File: config.mk
export PLATFORM = sky130hd
export DESIGN_NAME = button_press_classifier
export DESIGN_NICKNAME = d
export VERILOG_FILES = /design/src/design/bpc_pkg.sv /design/src/design/button_press_classifier.sv /design/src/design/bpc_lane.sv /design/src/design/bpc_outbuf.sv
export SDC_FILE = /design/constraint.sdc
export NUM_CORES = 1
export LEC_CHECK = 0
export BUFFER_PORTS_ARGS = -buffer_cell sky130_fd_sc_hd__buf_2
export CORE_MARGIN = 4
export CORE_UTILIZATION = 34
export CTS_CLUSTER_DIAMETER = 150
export DETAILED_ROUTE_END_ITERATION = 12
export PLACE_DENSITY = 0.48
export SYNTH_ARGS = -nofsm -noshare
export SYNTH_HDL_FRONTEND = slang
export SYNTH_SLANG_ARGS = --single-unit
File: constraint.sdc
create_clock -name clk -period 5.1 [get_ports clk]
set_clock_uncertainty 0.05 [all_clocks]
set_input_delay 0.51 -clock clk [delete_from_list [all_inputs] [get_ports clk]]
set_output_delay 0.51 -clock clk [all_outputs]
set_load 0.005 [all_outputs]
File: src/design/bpc_pkg.sv
package bpc_pkg;

    localparam int BUTTONS_DEFAULT    = 8;
    localparam int COUNT_BITS_DEFAULT = 16;
    localparam int THRESH_W           = 16;
    localparam int ACTION_W           = 2;
    localparam int CFG_INDEX_W        = 1;

    localparam logic [ACTION_W-1:0] ACT_PRESS   = 2'd0;
    localparam logic [ACTION_W-1:0] ACT_RELEASE = 2'd1;
    localparam logic [ACTION_W-1:0] ACT_TICK    = 2'd2;

    localparam logic [CFG_INDEX_W-1:0] REG_LONG_PRESS  = 1'b0;
    localparam logic [CFG_INDEX_W-1:0] REG_SHORT_PRESS = 1'b1;

    localparam logic [THRESH_W-1:0] LONG_PRESS_RESET  = 16'd100;
    localparam logic [THRESH_W-1:0] SHORT_PRESS_RESET = 16'd5;

endpackage

File: src/design/button_press_classifier.sv
// Classifies presses on up to BUTTONS debounced buttons. Press and release
// transactions set or clear bits of the held set; a tick transaction advances
// one saturating counter per held button, in parallel lanes, and yields one
// result: a long-press bit for each counter that passed long_press_ticks (the
// counter then reloads to half that value, which gives autorepeat) and a
// short-press bit for each button released since the previous tick whose
// count lay strictly between short_press_ticks and long_press_ticks. One
// transaction is accepted each cycle while in_stall is low; a tick result is
// registered at the output, or in the skid entry while the output stalls. A
// two-entry output buffer absorbs downstream stalls, and in_stall rises only
// while both entries are occupied. Configuration writes are taken at once.
module button_press_classifier #(
    parameter int BUTTONS    = bpc_pkg::BUTTONS_DEFAULT,
    parameter int COUNT_BITS = bpc_pkg::COUNT_BITS_DEFAULT
) (
    input  logic                            clk,
    input  logic                            rst_n,
    input  logic                            in_valid,
    output logic                            in_stall,
    input  logic [bpc_pkg::ACTION_W-1:0]    action,
    input  logic [BUTTONS-1:0]              change_mask,
    output logic                            out_valid,
    input  logic                            out_stall,
    output logic [BUTTONS-1:0]              long_press,
    output logic [BUTTONS-1:0]              short_press,
    input  logic                            cfg_we,
    input  logic [bpc_pkg::CFG_INDEX_W-1:0] cfg_index,
    input  logic [bpc_pkg::THRESH_W-1:0]    cfg_data
);
    import bpc_pkg::*;

    logic [THRESH_W-1:0] long_ticks_reg;
    logic [THRESH_W-1:0] short_ticks_reg;
    logic [BUTTONS-1:0]  held_reg;
    logic [BUTTONS-1:0]  held_next;
    logic [BUTTONS-1:0]  prior_reg;
    logic [BUTTONS-1:0]  prior_next;
    logic [BUTTONS-1:0]  gone;
    logic [BUTTONS-1:0]  lane_long;
    logic [BUTTONS-1:0]  lane_short;
    logic                accept;
    logic                tick;
    logic                buf_full;

    assign in_stall = buf_full;
    assign accept   = in_valid && !buf_full;
    assign tick     = accept && (action == ACT_TICK);
    assign gone     = prior_reg & ~held_reg;

    always_comb
    begin
        held_next  = held_reg;
        prior_next = prior_reg;
        if (accept)
        begin
            case (action)
                ACT_PRESS:   held_next  = held_reg | change_mask;
                ACT_RELEASE: held_next  = held_reg & ~change_mask;
                ACT_TICK:    prior_next = held_reg;
                default:     held_next  = held_reg;
            endcase
        end
    end

    always_ff @(posedge clk or negedge rst_n)
    begin
        if (!rst_n)
        begin
            held_reg        <= '0;
            prior_reg       <= '0;
            long_ticks_reg  <= LONG_PRESS_RESET;
            short_ticks_reg <= SHORT_PRESS_RESET;
        end
        else
        begin
            held_reg  <= held_next;
            prior_reg <= prior_next;
            if (cfg_we)
            begin
                case (cfg_index)
                    REG_LONG_PRESS:  long_ticks_reg  <= cfg_data;
                    REG_SHORT_PRESS: short_ticks_reg <= cfg_data;
                    default:         long_ticks_reg  <= long_ticks_reg;
                endcase
            end
        end
    end

    for (genvar b = 0; b < BUTTONS; b++)
    begin : g_lane
        bpc_lane #(
            .COUNT_BITS(COUNT_BITS)
        ) u_lane (
            .clk        (clk),
            .rst_n      (rst_n),
            .tick       (tick),
            .held       (held_reg[b]),
            .gone       (gone[b]),
            .long_ticks (long_ticks_reg),
            .short_ticks(short_ticks_reg),
            .long_hit   (lane_long[b]),
            .short_hit  (lane_short[b])
        );
    end

    bpc_outbuf #(
        .BUTTONS(BUTTONS)
    ) u_outbuf (
        .clk        (clk),
        .rst_n      (rst_n),
        .produce    (tick),
        .lane_long  (lane_long),
        .lane_short (lane_short),
        .full       (buf_full),
        .out_valid  (out_valid),
        .out_stall  (out_stall),
        .long_press (long_press),
        .short_press(short_press)
    );

endmodule

File: src/design/bpc_lane.sv
module bpc_lane #(
    parameter int COUNT_BITS = bpc_pkg::COUNT_BITS_DEFAULT
) (
    input  logic                          clk,
    input  logic                          rst_n,
    input  logic                          tick,
    input  logic                          held,
    input  logic                          gone,
    input  logic [bpc_pkg::THRESH_W-1:0]  long_ticks,
    input  logic [bpc_pkg::THRESH_W-1:0]  short_ticks,
    output logic                          long_hit,
    output logic                          short_hit
);
    import bpc_pkg::*;

    localparam int CMP_W = (COUNT_BITS > THRESH_W) ? COUNT_BITS : THRESH_W;

    logic [COUNT_BITS-1:0] count_reg;
    logic [COUNT_BITS-1:0] count_next;
    logic [COUNT_BITS-1:0] count_inc;
    logic [COUNT_BITS-1:0] reload;
    logic [CMP_W-1:0]      inc_wide;
    logic [CMP_W-1:0]      cur_wide;
    logic [CMP_W-1:0]      long_wide;
    logic [CMP_W-1:0]      short_wide;
    logic [CMP_W-1:0]      half_wide;

    always_comb
    begin
        // saturating increment
        count_inc  = (count_reg == {COUNT_BITS{1'b1}}) ? count_reg : count_reg + 1'b1;
        inc_wide   = CMP_W'(count_inc);
        cur_wide   = CMP_W'(count_reg);
        long_wide  = CMP_W'(long_ticks);
        short_wide = CMP_W'(short_ticks);
        half_wide  = CMP_W'(long_ticks >> 1);
        reload     = half_wide[COUNT_BITS-1:0];

        long_hit   = held && (inc_wide > long_wide);
        // a released button is never held, so its count is still the stored one
        short_hit  = gone && (cur_wide > short_wide) && (cur_wide < long_wide);

        count_next = count_reg;
        if (tick)
        begin
            if (held)
            begin
                count_next = long_hit ? reload : count_inc;
            end
            else if (gone)
            begin
                count_next = '0;
            end
        end
    end

    always_ff @(posedge clk or negedge rst_n)
    begin
        if (!rst_n)
        begin
            count_reg <= '0;
        end
        else
        begin
            count_reg <= count_next;
        end
    end

endmodule

File: src/design/bpc_outbuf.sv
module bpc_outbuf #(
    parameter int BUTTONS = bpc_pkg::BUTTONS_DEFAULT
) (
    input  logic               clk,
    input  logic               rst_n,
    input  logic               produce,
    input  logic [BUTTONS-1:0] lane_long,
    input  logic [BUTTONS-1:0] lane_short,
    output logic               full,
    output logic               out_valid,
    input  logic               out_stall,
    output logic [BUTTONS-1:0] long_press,
    output logic [BUTTONS-1:0] short_press
);
    logic               out_valid_reg;
    logic               out_valid_next;
    logic [BUTTONS-1:0] out_long_reg;
    logic [BUTTONS-1:0] out_long_next;
    logic [BUTTONS-1:0] out_short_reg;
    logic [BUTTONS-1:0] out_short_next;
    logic               skid_valid_reg;
    logic               skid_valid_next;
    logic [BUTTONS-1:0] skid_long_reg;
    logic [BUTTONS-1:0] skid_long_next;
    logic [BUTTONS-1:0] skid_short_reg;
    logic [BUTTONS-1:0] skid_short_next;
    logic               out_free;

    always_comb
    begin
        out_free        = !out_valid_reg || !out_stall;
        out_valid_next  = out_valid_reg;
        out_long_next   = out_long_reg;
        out_short_next  = out_short_reg;
        skid_valid_next = skid_valid_reg;
        skid_long_next  = skid_long_reg;
        skid_short_next = skid_short_reg;

        if (out_free)
        begin
            if (skid_valid_reg)
            begin
                out_valid_next  = 1'b1;
                out_long_next   = skid_long_reg;
                out_short_next  = skid_short_reg;
                skid_valid_next = 1'b0;
            end
            else
            begin
                out_valid_next = produce;
                out_long_next  = lane_long;
                out_short_next = lane_short;
            end
        end
        else if (produce)
        begin
            // output is stalled, park the new transaction
            skid_valid_next = 1'b1;
            skid_long_next  = lane_long;
            skid_short_next = lane_short;
        end
    end

    always_ff @(posedge clk or negedge rst_n)
    begin
        if (!rst_n)
        begin
            out_valid_reg  <= 1'b0;
            skid_valid_reg <= 1'b0;
        end
        else
        begin
            out_valid_reg  <= out_valid_next;
            skid_valid_reg <= skid_valid_next;
        end
    end

    always_ff @(posedge clk)
    begin
        out_long_reg   <= out_long_next;
        out_short_reg  <= out_short_next;
        skid_long_reg  <= skid_long_next;
        skid_short_reg <= skid_short_next;
    end

    assign full        = skid_valid_reg;
    assign out_valid   = out_valid_reg;
    assign long_press  = out_long_reg;
    assign short_press = out_short_reg;

endmodule

==> metrics.md <==
| Metric | Value |
|---|---|
| Routed metal-1 wire length | 34,300 um |
| WL met3 | 5600 um |
| CORE AREA | 57,900 um2 |
| Req. time, crit path | 5.48 ns |
| Synth Flop Type | dfrtp_1 |
| TNS Setup | 0 ns |
| Max reg flops | 128 |
| EDFF count, synth | 32 |
| Initial Util | 0.345 |
| Commonest non-fill, non-tap cells in the layout | ha_1, nand2_1, a21oi_1, dfrtp_1, o21ai_0 |
| CTS H-Tree Depth | 1 |
| Post-synthesis mux area share | 0.0636 |
| TritonCTS Buffers | 29 |
| Async S/R FF share, synth | 0.848 |
| Setup repair bufs after CTS | 0 |
| Int Power | 4.07 mW |
| Worst R2R Start | g_lane[0].u_lane.count_reg[1]$_DFFE_PN0P_ |
| DR top layer | met4 |
| Leakage | 9.97 nW |
| Largest family of logic cells by synthesized area | adder cells |
| Endpoints failing hold | 0 |
| Vias in the first global route | 18,100 |
| Detailed-route wire length | 78,400 um |
| Status | completed |
| XOR/XNOR share of the synthesized area | 0.0272 |
| Synth Warn # | 0 |
| Die Y-Extent | 250 um |
| Combinational share of power | 0.371 |
| DR iter-0 viols | roughly 1,400 |
| Most common cell after layout, fill and taps aside | ha_1 |
| Area of the die | approximately 63,000 um2 |
| Worst setup endpoint | g_lane[0].u_lane.count_reg[2]$_DFFE_PN0P_ |
| Total GRT Usage | 0.242 |
| Root Driver | clkbuf_16 |
| Reg2Reg Depth | 14 |
| Worst r2r dst | g_lane[0].u_lane.count_reg[2]$_DFFE_PN0P_ |
| Slew Limit Fails | 0 |
| Post-Synthesis Cells | 2,274 |
| Synth cell types | 68 |
| Clk sinks | 210 |
| Final Instance Count excl. Fillers | roughly 3,100 |
| Worst hold path type | in2reg |
| # DRC | 0 |
| Reg2Reg Setup Slack | approximately 0.64 ns |
| Clock transition at path regs | 0.06 ns |
| #FFs+latches synth | 210 |
| Hold buffers post-CTS | 1 |
| Fmax | 0.224 GHz |
| NetSw | 2.72 mW |
| Synth Area in Simple Gates | 0.182 |
| Max VDD drop | about 0.00025 V |
| Adder-Cell Fraction of Synth Area | 0.240 |
| GPL Wtd Cong | roughly 0.90 |
| Area Growth Syn to Fin | 12.1% |
| Max_slew headroom | 0.110 |
| Drt pass-1 iters | 5 |
| Slew @ Worst Pin | 1.33 ns |
| Antenna Violating Nets Remaining | 0 |
| Syn Nets | approximately 2,700 |
| Design Area, Final | 22,400 um2 |
| Vias per cell | 5.92 |
| Largest net degree at the start of global routing | 101 |
| Setup violators final | 0 |
| Antenna Cells | 0 |
| Final min period | approximately 4.5 ns |
| RSZ-0062 raised after global routing | false |
| Compound-cell area share of the yosys netlist | 0.186 |
| Sequential share of power | 0.329 |
| Site Rows | 88 |
| Die W | 250 um |
| Critical path capture point type | flip-flop |
| Area after DPL | 21,500 um2 |
| Gr ovfl total | 0 |
| Clock buffer depth | 3 |
| Clock share of power | 0.300 |
| Skew-Pair Late Insertion Delay | slightly below 0.6 ns |
| Syn_area_per_cell | 8.79 um2 |
| CP max FO | 28 |
| Post-cts sizing count | 0 |
| CTS tree | built |
| HPWL Detailed | 55,400 um |
| Power Density | 303 nW/um2 |
| Avg WL per Cell | 24.9 um |
| CP Launch Point | g_lane[0].u_lane.count_reg[1]$_DFFE_PN0P_ |
| Antenna violations before repair | 1 |
| WS Path Type | reg2reg |
| Seq/Total Area, Yosys | 0.271 |
| Max-Cap Viols | 0 |
| Final #Nets | 2,775 |
| Switch share | 0.401 |
| Core Util, Final | 0.387 |
| Metal2 WL | 34,400 um |
| Vias | 18,600 |
| Arr. time, crit path | about 4.8 ns |
| Placed cells | 3,092 |
| First-pass GRT wire length | 116,000 um |
| Tcrit/Tclk final | 0.875 |
| IO buf count | 49 |
| Share of post-route cells with drive strength above 1 | 0.101 |
| Setup crit start kind | flip-flop |
| Syn Std Cell Area | 20,000 um2 |
| Boundary Pins | 50 |
## critical path: stages, from the launching register on
cell,delay (ns)
dfrtp_1,0.47
ha_1,0.27
and3_1,0.25
nand4_1,0.15
nor2_1,0.21
and3_1,0.19
mux2_2,0.34
ha_1,0.28
nand4_1,0.13
or4_1,0.57
a21o_1,0.21
a31oi_4,0.68
nor2_1,0.20
a21oi_1,0.20
o22ai_1,0.10
## cell usage after synthesis (4+ instances only)
cell type  count  area [um2]
and2_1         4        25.0
a211oi_1      15         113
o211ai_1      23         173
a221oi_1      10        87.6
a31oi_1       26         163
a21boi_0       4        30.0
o31ai_1        5        37.5
clkbuf_2       6        30.0
o21ai_1       20         100
mux2i_1       73         731
a31oi_4        5         106
and3_1        27         169
clkbuf_1      42         158
o22ai_1       22         138
or4_1          7        52.6
nor2_1       106         398
a21oi_1      212        1060
buf_4         10        75.1
a22o_1         7        61.3
dfstp_2        5         131
and4_1        15         131
xor2_1        13         114
xnor2_1       49         429
nor2b_1       35         219
o21a_1        10        75.1
nor3_1        49         245
a2111oi_0      7        61.3
inv_1         65         244
ha_1         384        4800
or2_2          8        50.1
edfxtp_1      32         961
or3_1          6        37.5
nand3_1       94         470
nand2b_1      19         119
a41oi_1        6        52.6
o311ai_0      13         114
o21ai_0      170         851
mux2_2        48         541
nand2_1      266         998
nand4_1       94         588
dfrtp_1      173        4330
a21o_1        44         330
buf_2          8        40.0
## cell type report
type                            instances  area, um2
Fill cell                            5899      35500
Clock inverter                         11        105
Sequential cell                       210       5420
Tap cell                              765        957
Inverter                               65        244
Multi-Input combinational cell       1929      14000
Clock buffer                           42        825
Timing Repair Buffer                  124        857
## power groups by stage
| stage | Clock, mW | Sequential, mW | Combinational, mW |
|---|---|---|---|
| finish | 2.04 | 2.24 | 2.52 |
| floorplan | 0 | 2.12 | 1.61 |
| CTS | 2.09 | 2.23 | 2.51 |
| detailed placement | 0 | 2.26 | 2.49 |
| global placement | 0 | 2.25 | 2.42 |
| global route | 2.16 | 2.27 | 2.83 |
## metal layers
layer,up-vias,global-route usage
li1,8761,-
met1,9031,0.328
met2,674,0.383
met3,173,0.0407
met4,0,0.106
met5,-,0
## worst min path at each step
stage                              from  slack (ns)  cells after the start                       end
2_1_floorplan                     rst_n        0.16                      0                 async pin
3_3_place_gp   prior_reg[1]$_DFFE_PN0P_        0.44                      2  prior_reg[1]$_DFFE_PN0P_
3_5_place_dp   prior_reg[1]$_DFFE_PN0P_        0.44                      2  prior_reg[1]$_DFFE_PN0P_
4_1_cts                  change_mask[1]        0.06                      2                 flip-flop
5_1_grt                  change_mask[4]        0.08                      2                 flip-flop
6_report                 change_mask[7]        0.09                      2                 flip-flop
## metrics by stage
step / hold WS [ns] / setup slack, ns / power, mW
after global placement: 0.438 / 0.792 / 4.67
after global routing: 0.0780 / 0.346 / 7.26
after floorplan: 0.164 / 1.38 / 3.73
after detailed placement: 0.441 / 0.681 / 4.75
final: 0.0871 / 0.638 / 6.80
after CTS: 0.0552 / 0.671 / 6.82
## kinds of logic after synthesis
group / Yosys count
AOI/OAI and AO/OA: 616
xor gates and xnor gates: 62
adders and majority gates: 384
buffers and inverters: 135
DFF: 210
muxes: 121
and+or+nand+nor: 746
No activity file was read; power rests on OpenSTA's default activity.
